$ cat src/rtl/core/rlp_pkg.sv
// Shared types, codes and constants for the RLP field encoder.
// Used by every module under rtl/core; no dependencies.
package rlp_pkg;

  localparam int unsigned LEN_W          = 32;
  localparam int unsigned LEN_BYTES_W    = LEN_W / 8;
  localparam int unsigned CNT_W          = $clog2(LEN_BYTES_W + 1);
  localparam int unsigned LENGTH_BYTES   = 4;
  localparam int unsigned SHORT_MAX      = 55;
  localparam logic [7:0]  STR_BASE       = 8'h80;
  localparam logic [7:0]  LIST_BASE      = 8'hC0;
  localparam logic [7:0]  SINGLE_MAX     = 8'h7f;
  localparam logic [LEN_W-1:0] MAX_LENGTH_RST = 32'h0001_0000;

  typedef enum logic {
    OP_BEGIN   = 1'b0,
    OP_PAYLOAD = 1'b1
  } op_e;

  typedef enum logic [1:0] {
    STATUS_OK       = 2'd0,
    STATUS_TOO_LONG = 2'd1,
    STATUS_STRAY    = 2'd2
  } status_e;

  typedef struct packed {
    op_e              operation;
    logic [LEN_W-1:0] field_length;
    logic             is_list;
    logic             header_only;
    logic [7:0]       first_byte;
    logic [7:0]       payload_byte;
  } item_t;

  // One run of result words: a head word, then len_cnt length bytes taken
  // from the top of len_sh.
  typedef struct packed {
    logic [7:0]       head;
    logic             is_header;
    status_e          status;
    logic [CNT_W-1:0] len_cnt;
    logic [LEN_W-1:0] len_sh;
  } run_t;

  // Number of significant bytes in a length word.
  function automatic logic [CNT_W-1:0] sig_bytes(input logic [LEN_W-1:0] len);
    logic [CNT_W-1:0] n;
    n = '0;
    for (int i = 0; i < LEN_BYTES_W; i++) begin
      if (|len[i*8 +: 8]) begin
        n = CNT_W'(i + 1);
      end
    end
    return n;
  endfunction

endpackage

$ cat src/rtl/core/rlp_in_reg.sv
// Input register stage of the RLP field encoder.
// Depends on rlp_pkg for the input word type.
module rlp_in_reg
  import rlp_pkg::*;
(
  input  logic  clk_i,
  input  logic  rst_ni,
  input  logic  in_valid_i,
  output logic  in_ready_o,
  input  item_t item_i,
  input  logic  take_i,
  output logic  valid_o,
  output item_t item_o
);

  logic  valid_q;
  item_t item_q;

  assign in_ready_o = !valid_q || take_i;
  assign valid_o    = valid_q;
  assign item_o     = item_q;

  always_ff @(posedge clk_i or negedge rst_ni) begin
    if (!rst_ni) begin
      valid_q <= 1'b0;
    end else if (in_ready_o) begin
      valid_q <= in_valid_i;
    end
  end

  always_ff @(posedge clk_i) begin
    if (in_valid_i && in_ready_o) begin
      item_q <= item_i;
    end
  end

endmodule

$ cat src/rtl/core/rlp_decoder.sv
// Field state, max_length register and per-word decode into a result run.
// Depends on rlp_pkg.
module rlp_decoder
  import rlp_pkg::*;
(
  input  logic             clk_i,
  input  logic             rst_ni,
  input  logic             cfg_valid_i,
  input  logic [LEN_W-1:0] cfg_data_i,
  input  logic             valid_i,
  input  item_t            item_i,
  input  logic             load_ok_i,
  output logic             take_o,
  output logic             run_valid_o,
  output run_t             run_o
);

  logic [LEN_W-1:0] max_len_q;
  logic [LEN_W-1:0] rem_q, rem_d;
  logic             pass_q, pass_d;
  logic             has_res;
  logic [CNT_W-1:0] nb;
  logic [CNT_W-1:0] sh_bytes;
  logic             too_long;
  logic             single;
  logic [7:0]       base;
  logic [LEN_W-1:0] len;

  assign len      = item_i.field_length;
  assign nb       = sig_bytes(len);
  assign sh_bytes = CNT_W'(LEN_BYTES_W) - nb;
  assign too_long = (len > max_len_q) || ((len > SHORT_MAX) && (nb > CNT_W'(LENGTH_BYTES)));
  assign single   = !item_i.is_list && (len == LEN_W'(1)) && (item_i.first_byte <= SINGLE_MAX);
  assign base     = item_i.is_list ? LIST_BASE : STR_BASE;

  always_comb begin
    has_res         = 1'b1;
    run_o.head      = 8'h00;
    run_o.is_header = 1'b0;
    run_o.status    = STATUS_OK;
    run_o.len_cnt   = '0;
    run_o.len_sh    = '0;
    rem_d           = rem_q;
    pass_d          = pass_q;
    if (item_i.operation == OP_PAYLOAD) begin
      if (!pass_q || rem_q == '0) begin
        run_o.status = STATUS_STRAY;
      end else begin
        run_o.head = item_i.payload_byte;
        rem_d      = rem_q - LEN_W'(1);
        if (rem_q == LEN_W'(1)) begin
          pass_d = 1'b0;
        end
      end
    end else begin
      rem_d  = '0;
      pass_d = 1'b0;
      if (too_long) begin
        run_o.status = STATUS_TOO_LONG;
      end else begin
        if (!item_i.header_only && len != '0) begin
          rem_d  = len;
          pass_d = 1'b1;
        end
        if (single) begin
          has_res = 1'b0;
        end else if (len <= SHORT_MAX) begin
          run_o.head      = base + len[7:0];
          run_o.is_header = 1'b1;
        end else begin
          run_o.head      = base + 8'(SHORT_MAX) + 8'(nb);
          run_o.is_header = 1'b1;
          run_o.len_cnt   = nb;
          run_o.len_sh    = len << {sh_bytes, 3'b000};
        end
      end
    end
  end

  assign take_o      = valid_i && (!has_res || load_ok_i);
  assign run_valid_o = valid_i && has_res;

  always_ff @(posedge clk_i or negedge rst_ni) begin
    if (!rst_ni) begin
      max_len_q <= MAX_LENGTH_RST;
      rem_q     <= '0;
      pass_q    <= 1'b0;
    end else begin
      if (cfg_valid_i) begin
        max_len_q <= cfg_data_i;
      end
      if (take_o) begin
        rem_q  <= rem_d;
        pass_q <= pass_d;
      end
    end
  end

endmodule

$ cat src/rtl/core/rlp_serializer.sv
// Result register: sends a run of result words, one per cycle while out_ready_i is high.
// Depends on rlp_pkg.
module rlp_serializer
  import rlp_pkg::*;
(
  input  logic       clk_i,
  input  logic       rst_ni,
  input  logic       run_valid_i,
  input  run_t       run_i,
  output logic       load_ok_o,
  output logic       out_valid_o,
  input  logic       out_ready_i,
  output logic [7:0] out_byte_o,
  output logic       is_header_o,
  output logic       last_of_run_o,
  output logic [1:0] status_o
);

  logic             valid_q;
  logic [CNT_W-1:0] cnt_q;
  logic [7:0]       byte_q;
  logic             hdr_q;
  status_e          status_q;
  logic [LEN_W-1:0] sh_q;
  logic             last;
  logic             advance;
  logic             load;

  assign last      = (cnt_q == '0);
  assign load_ok_o = !valid_q || (out_ready_i && last);
  assign advance   = valid_q && out_ready_i && !last;
  assign load      = load_ok_o && run_valid_i;

  assign out_valid_o   = valid_q;
  assign out_byte_o    = byte_q;
  assign is_header_o   = hdr_q;
  assign last_of_run_o = last;
  assign status_o      = status_q;

  always_ff @(posedge clk_i or negedge rst_ni) begin
    if (!rst_ni) begin
      valid_q <= 1'b0;
      cnt_q   <= '0;
    end else begin
      if (load_ok_o) begin
        valid_q <= run_valid_i;
      end
      if (load) begin
        cnt_q <= run_i.len_cnt;
      end else if (advance) begin
        cnt_q <= cnt_q - CNT_W'(1);
      end
    end
  end

  always_ff @(posedge clk_i) begin
    if (load) begin
      byte_q   <= run_i.head;
      hdr_q    <= run_i.is_header;
      status_q <= run_i.status;
      sh_q     <= run_i.len_sh;
    end else if (advance) begin
      byte_q <= sh_q[LEN_W-1 -: 8];
      sh_q   <= sh_q << 8;
    end
  end

endmodule

$ cat src/rtl/core/rlp_field_encoder.sv
// RLP field encoder: one input word per cycle unless the output holds it, one
// encoded byte per cycle out while out_ready_i is high. Each word is held in
// an input register, decoded, and its results leave from an output register.
// Begin words give a single prefix byte, or for lengths above 55 a prefix and
// one to four length bytes; payload words and errors give one byte. A long
// header holds the input until its length bytes are sent; a one-byte string
// of value at most 0x7f gives no header and costs nothing at the output.
// max_length is written through the cfg channel, which is always ready.
// Depends on rlp_pkg, rlp_in_reg, rlp_decoder, rlp_serializer.
module rlp_field_encoder
  import rlp_pkg::*;
(
  input  logic             clk_i,
  input  logic             rst_ni,
  input  logic             in_valid_i,
  output logic             in_ready_o,
  input  logic             operation_i,
  input  logic [LEN_W-1:0] field_length_i,
  input  logic             is_list_i,
  input  logic             header_only_i,
  input  logic [7:0]       first_byte_i,
  input  logic [7:0]       payload_byte_i,
  output logic             out_valid_o,
  input  logic             out_ready_i,
  output logic [7:0]       out_byte_o,
  output logic             is_header_o,
  output logic             last_of_run_o,
  output logic [1:0]       status_o,
  input  logic             cfg_valid_i,
  output logic             cfg_ready_o,
  input  logic [LEN_W-1:0] max_length_i
);

  item_t item_in;
  item_t item_q;
  logic  item_valid;
  logic  take;
  logic  run_valid;
  run_t  run;
  logic  load_ok;

  assign cfg_ready_o = 1'b1;

  assign item_in.operation    = op_e'(operation_i);
  assign item_in.field_length = field_length_i;
  assign item_in.is_list      = is_list_i;
  assign item_in.header_only  = header_only_i;
  assign item_in.first_byte   = first_byte_i;
  assign item_in.payload_byte = payload_byte_i;

  rlp_in_reg u_in_reg (
    .clk_i      (clk_i),
    .rst_ni     (rst_ni),
    .in_valid_i (in_valid_i),
    .in_ready_o (in_ready_o),
    .item_i     (item_in),
    .take_i     (take),
    .valid_o    (item_valid),
    .item_o     (item_q)
  );

  rlp_decoder u_decoder (
    .clk_i       (clk_i),
    .rst_ni      (rst_ni),
    .cfg_valid_i (cfg_valid_i),
    .cfg_data_i  (max_length_i),
    .valid_i     (item_valid),
    .item_i      (item_q),
    .load_ok_i   (load_ok),
    .take_o      (take),
    .run_valid_o (run_valid),
    .run_o       (run)
  );

  rlp_serializer u_serializer (
    .clk_i         (clk_i),
    .rst_ni        (rst_ni),
    .run_valid_i   (run_valid),
    .run_i         (run),
    .load_ok_o     (load_ok),
    .out_valid_o   (out_valid_o),
    .out_ready_i   (out_ready_i),
    .out_byte_o    (out_byte_o),
    .is_header_o   (is_header_o),
    .last_of_run_o (last_of_run_o),
    .status_o      (status_o)
  );

endmodule

$ cat config.mk
export PLATFORM = sky130hd
export DESIGN_NAME = rlp_field_encoder
export DESIGN_NICKNAME = d
export VERILOG_FILES = /design/src/rtl/core/rlp_pkg.sv /design/src/rtl/core/rlp_in_reg.sv /design/src/rtl/core/rlp_decoder.sv /design/src/rtl/core/rlp_serializer.sv /design/src/rtl/core/rlp_field_encoder.sv
export SDC_FILE = /design/constraint.sdc
export NUM_CORES = 1
export LEC_CHECK = 0
export BUFFER_PORTS_ARGS = -buffer_cell sky130_fd_sc_hd__clkbuf_2
export CAP_MARGIN = 30
export CORE_ASPECT_RATIO = 0.8
export CORE_MARGIN = 5
export CORE_UTILIZATION = 50
export CTS_BUF_LIST = sky130_fd_sc_hd__clkbuf_4
export CTS_CLUSTER_DIAMETER = 40
export DETAILED_ROUTE_END_ITERATION = 10
export GPL_TIMING_DRIVEN = 1
export PLACE_DENSITY = 0.76
export SETUP_SLACK_MARGIN = 0.3
export SLEW_MARGIN = 20
export SYNTH_ARGS = -nofsm -noshare
export SYNTH_HDL_FRONTEND = slang
export SYNTH_SLANG_ARGS = --single-unit
$ cat constraint.sdc
create_clock -name clk_i -period 8.41 [get_ports clk_i]
set_clock_uncertainty 0.15 [all_clocks]
set_input_delay 0 -clock clk_i [delete_from_list [all_inputs] [get_ports clk_i]]
set_output_delay 0 -clock clk_i [all_outputs]
set_load 0.01 [all_outputs]
==> qor.yml <==
outcome: "finished, final reports clean"
postSynthCellCount: 809
yosysTopAreaCell: "edfxtp_1"
hold_class: "input pin to flop"
ys.flop_type: "edfxtp_1"
io_pins: 103
final.setup.tns_ps: 0
grt_pass1_wl_mm: 41.81
synth_edf_count: 87
overflow: 0
reg2reg_to: "u_serializer.sh_q[26]"
h-tree-depth: 4
timing.rr.start: "u_in_reg.item_o[49]"
cts_tree: "yes"
p_sw_share_pct: 40.48
total_power_mw: 2.877
syn2layout_area_growth_pct: 28.45
numClockSinks: 157
maxCapViolCount: 0
hp-start: "in_valid_i"
cp.arrival_ps: 5110
drive_gt1_share_pct: 18.46
antenna_cells: 0
fmax_ghz: 0.1975
power_density_nw_per_um2: 261.3
hold_viol_final: 0
nets: 1165
clockBufferDepth: 2
final-setup-viol-count: 0
clkLatencyLatePin_ps: 580
synth_commonest_cells: "87 x edfxtp_1, 69 x dfrtp_1, 68 x nand2_1, 64 x o21ai_0, 50 x inv_1"
drc: 0
grt_util_all_layers_pct: 26.94
routedWlPerCell_um: 20.65
yosysTopAreaCellShare_pct: 30.48
post-cts-setup-buffers: 0
grt_pass1_vias: 7780
synth_top_cells_by_area: "edfxtp_1 30%, dfrtp_1 20%, ha_1 5.7%"
wl_mm: 26.25
comb_power_share_pct: 37.2
floorplan.initialDensity_pct: 51.30
holdPathStages: 3
drv_slew: 0
rsz0062_at_grt: "false"
synth_cell_types: 73
vdd_drop_max_uv: 115.2
cp_cell_sequence: "ha_1, nand4_1, nor4_1, a22oi_1, nor3_2, buf_4, a21o_1, inv_2, or2_2"
p_leak_nw: 4.349
path_class: "flop to flop"
cp_max_fo: 40
first_iter_violations: 878
clock_power_share_pct: 15.1
ys_ff_latch: 157
slowest_stage: "a21o_1"
async_flop_share_pct: 44.59
drt_pass1_iterations: 5
clk_pin_slew_ps: 160
yosys_warnings: 0
cts_root_buf: "clkbuf_4"
synth_nets: 936
antenna_left: 0
relSlewSlack_pct: 34.63
p_seq_share_pct: 47.7
grt_max_degree: 71
ys_seq_area_share_pct: 50.93
core_um2: 16710
avgSynthCellArea_um2: 10.60
antenna_found_initial: 0
cp_slowest_stage_delay_ps: 790
vias: 7697
min_period_over_period_pct: 60.21
cp.required_ps: 8460
hpwl_mm: 15.44
row_count: 42
rrSetupSlack_ps: 3350
min_to: "u_in_reg.valid_o"
via_per_inst: 6.056
tightest_slew_ps: 980.5
internal-power_mw: 1.712
p_switching_mw: 1.164
placedCellCount: 1088
reg2reg_depth: 9
synth_area_um2: 8572
cts_inserted_buffers: 17
yosysMostFrequentCell: "edfxtp_1"
min_period_ps: 5064
port_buffers: 94
die_h_um: 127.1
critPathCaptureType: "flop"
die_x_um: 156.4
start_kind: "flop"
die-area_um2: 19880
gp_congestion: 0.8860
instances_no_fill: 1271
flip-flops by register name, indices dropped and copies added (netlist names), 2 cells and up:
| register | count |
|---|---|
| u_in_reg.item_o | 44 |
| u_serializer.status_o | 2 |
| u_serializer.out_byte_o | 8 |
| u_decoder.rem_q | 32 |
| u_decoder.max_len_q | 32 |
| u_serializer.sh_q | 32 |
| u_serializer.cnt_q | 3 |
routing by layer:
metal	global-route usage [%]	routed length [um]	vias to the layer above
met3	6.187	2247	90
met5	0	0	-
met2	41.20	11890	431
met1	37.17	11100	3650
met4	11.28	1011	0
li1	-	-	3526
placed cells by master (no fill, tap or decap), types with 5 or more instances in the layout:
cell type / count
a21oi_1: 37
nand2b_1: 5
mux2_2: 21
and4_1: 7
o211ai_1: 13
nor4_2: 5
clkbuf_4: 17
inv_1: 50
buf_4: 9
or3_1: 9
o31ai_1: 8
edfxtp_1: 87
a32o_1: 16
and3_1: 8
o2bb2ai_1: 8
and2_1: 17
inv_6: 5
or2_2: 7
dfrtp_1: 69
nand4_1: 20
nand2_1: 68
dlygate4sd3_1: 148
nor3_1: 10
nor2_1: 36
o21ai_0: 64
ha_1: 39
nor4_1: 11
a221o_1: 10
clkbuf_2: 92
or4_1: 5
mux2i_1: 7
a31oi_1: 14
nand3_1: 33
o21a_1: 5
a22o_1: 10
cell type report:
cell class | instances | area [um^2]
Clock buffer | 17 | 127.6
Inverter | 53 | 198.9
Timing Repair Buffer | 257 | 2117
Tap cell | 220 | 275.3
Fill cell | 1235 | 5700
Clock inverter | 15 | 123.9
Sequential cell | 157 | 4365
Multi-Input combinational cell | 552 | 3802
worst max path at each step:
| stage | end | start |
|---|---|---|
| floorplan | u_in_reg.item_o[0] | u_in_reg.item_o[32] |
| global placement | u_serializer.sh_q[4] | u_in_reg.item_o[49] |
| detailed placement | u_serializer.sh_q[4] | u_in_reg.item_o[49] |
| CTS | u_serializer.sh_q[11] | u_in_reg.item_o[49] |
| global route | u_serializer.sh_q[26] | u_in_reg.item_o[49] |
| finish | u_serializer.sh_q[26] | u_in_reg.item_o[49] |
power by group through the flow:
stage | combinational (mW) | sequential (mW) | clock, mW
after floorplan | 0.718 | 1.31 | 0
after global placement | 0.937 | 1.37 | 0
after detailed placement | 0.983 | 1.38 | 0
after CTS | 1.04 | 1.36 | 0.437
after global routing | 1.18 | 1.40 | 0.476
final | 1.07 | 1.37 | 0.434
critical path, delay by kind of cell, from the launching register on:
| family | cells | cell delay (ps) |
|---|---|---|
| and+or+nand+nor | 4 | 1750 |
| buffers and inverters | 2 | 580 |
| AOI/OAI and AO/OA | 2 | 1190 |
| adders and majority gates | 1 | 390 |
| DFF | 1 | 560 |
metrics by stage:
step                      hold WS, ps  worst slack (ps)  util, %  instance area [um^2]
final                           35.53              3346    65.89                 11010
after global routing          0.04674              3172    65.89                 11010
after CTS                       4.669              3480    65.39                 10930
after detailed placement        28.65              3516    55.14                  9215
after global placement          27.14              3563    54.93                  9180
after floorplan                -445.6              3844        -                  8572
cells by family after synthesis:
group                    after synthesis  share of synthesized area [%]
adder cells (fa/ha/maj)               39                          5.693
buffers and inverters                100                          4.860
XOR/XNOR                               3                         0.3066
AND/OR/NAND/NOR                      256                          16.17
multiplexers                          28                          3.576
AO/OA/AOI/OAI                        225                          18.42
flip-flops                           157                          50.93
other                                  1                        0.04375
timing repair:
item / CTS / global route
hold endpoints to repair: 151 / 45
hold buffers: 146 / 2
resized for setup: 0 / 0
Note: power is estimated with default switching activity, not from simulation.
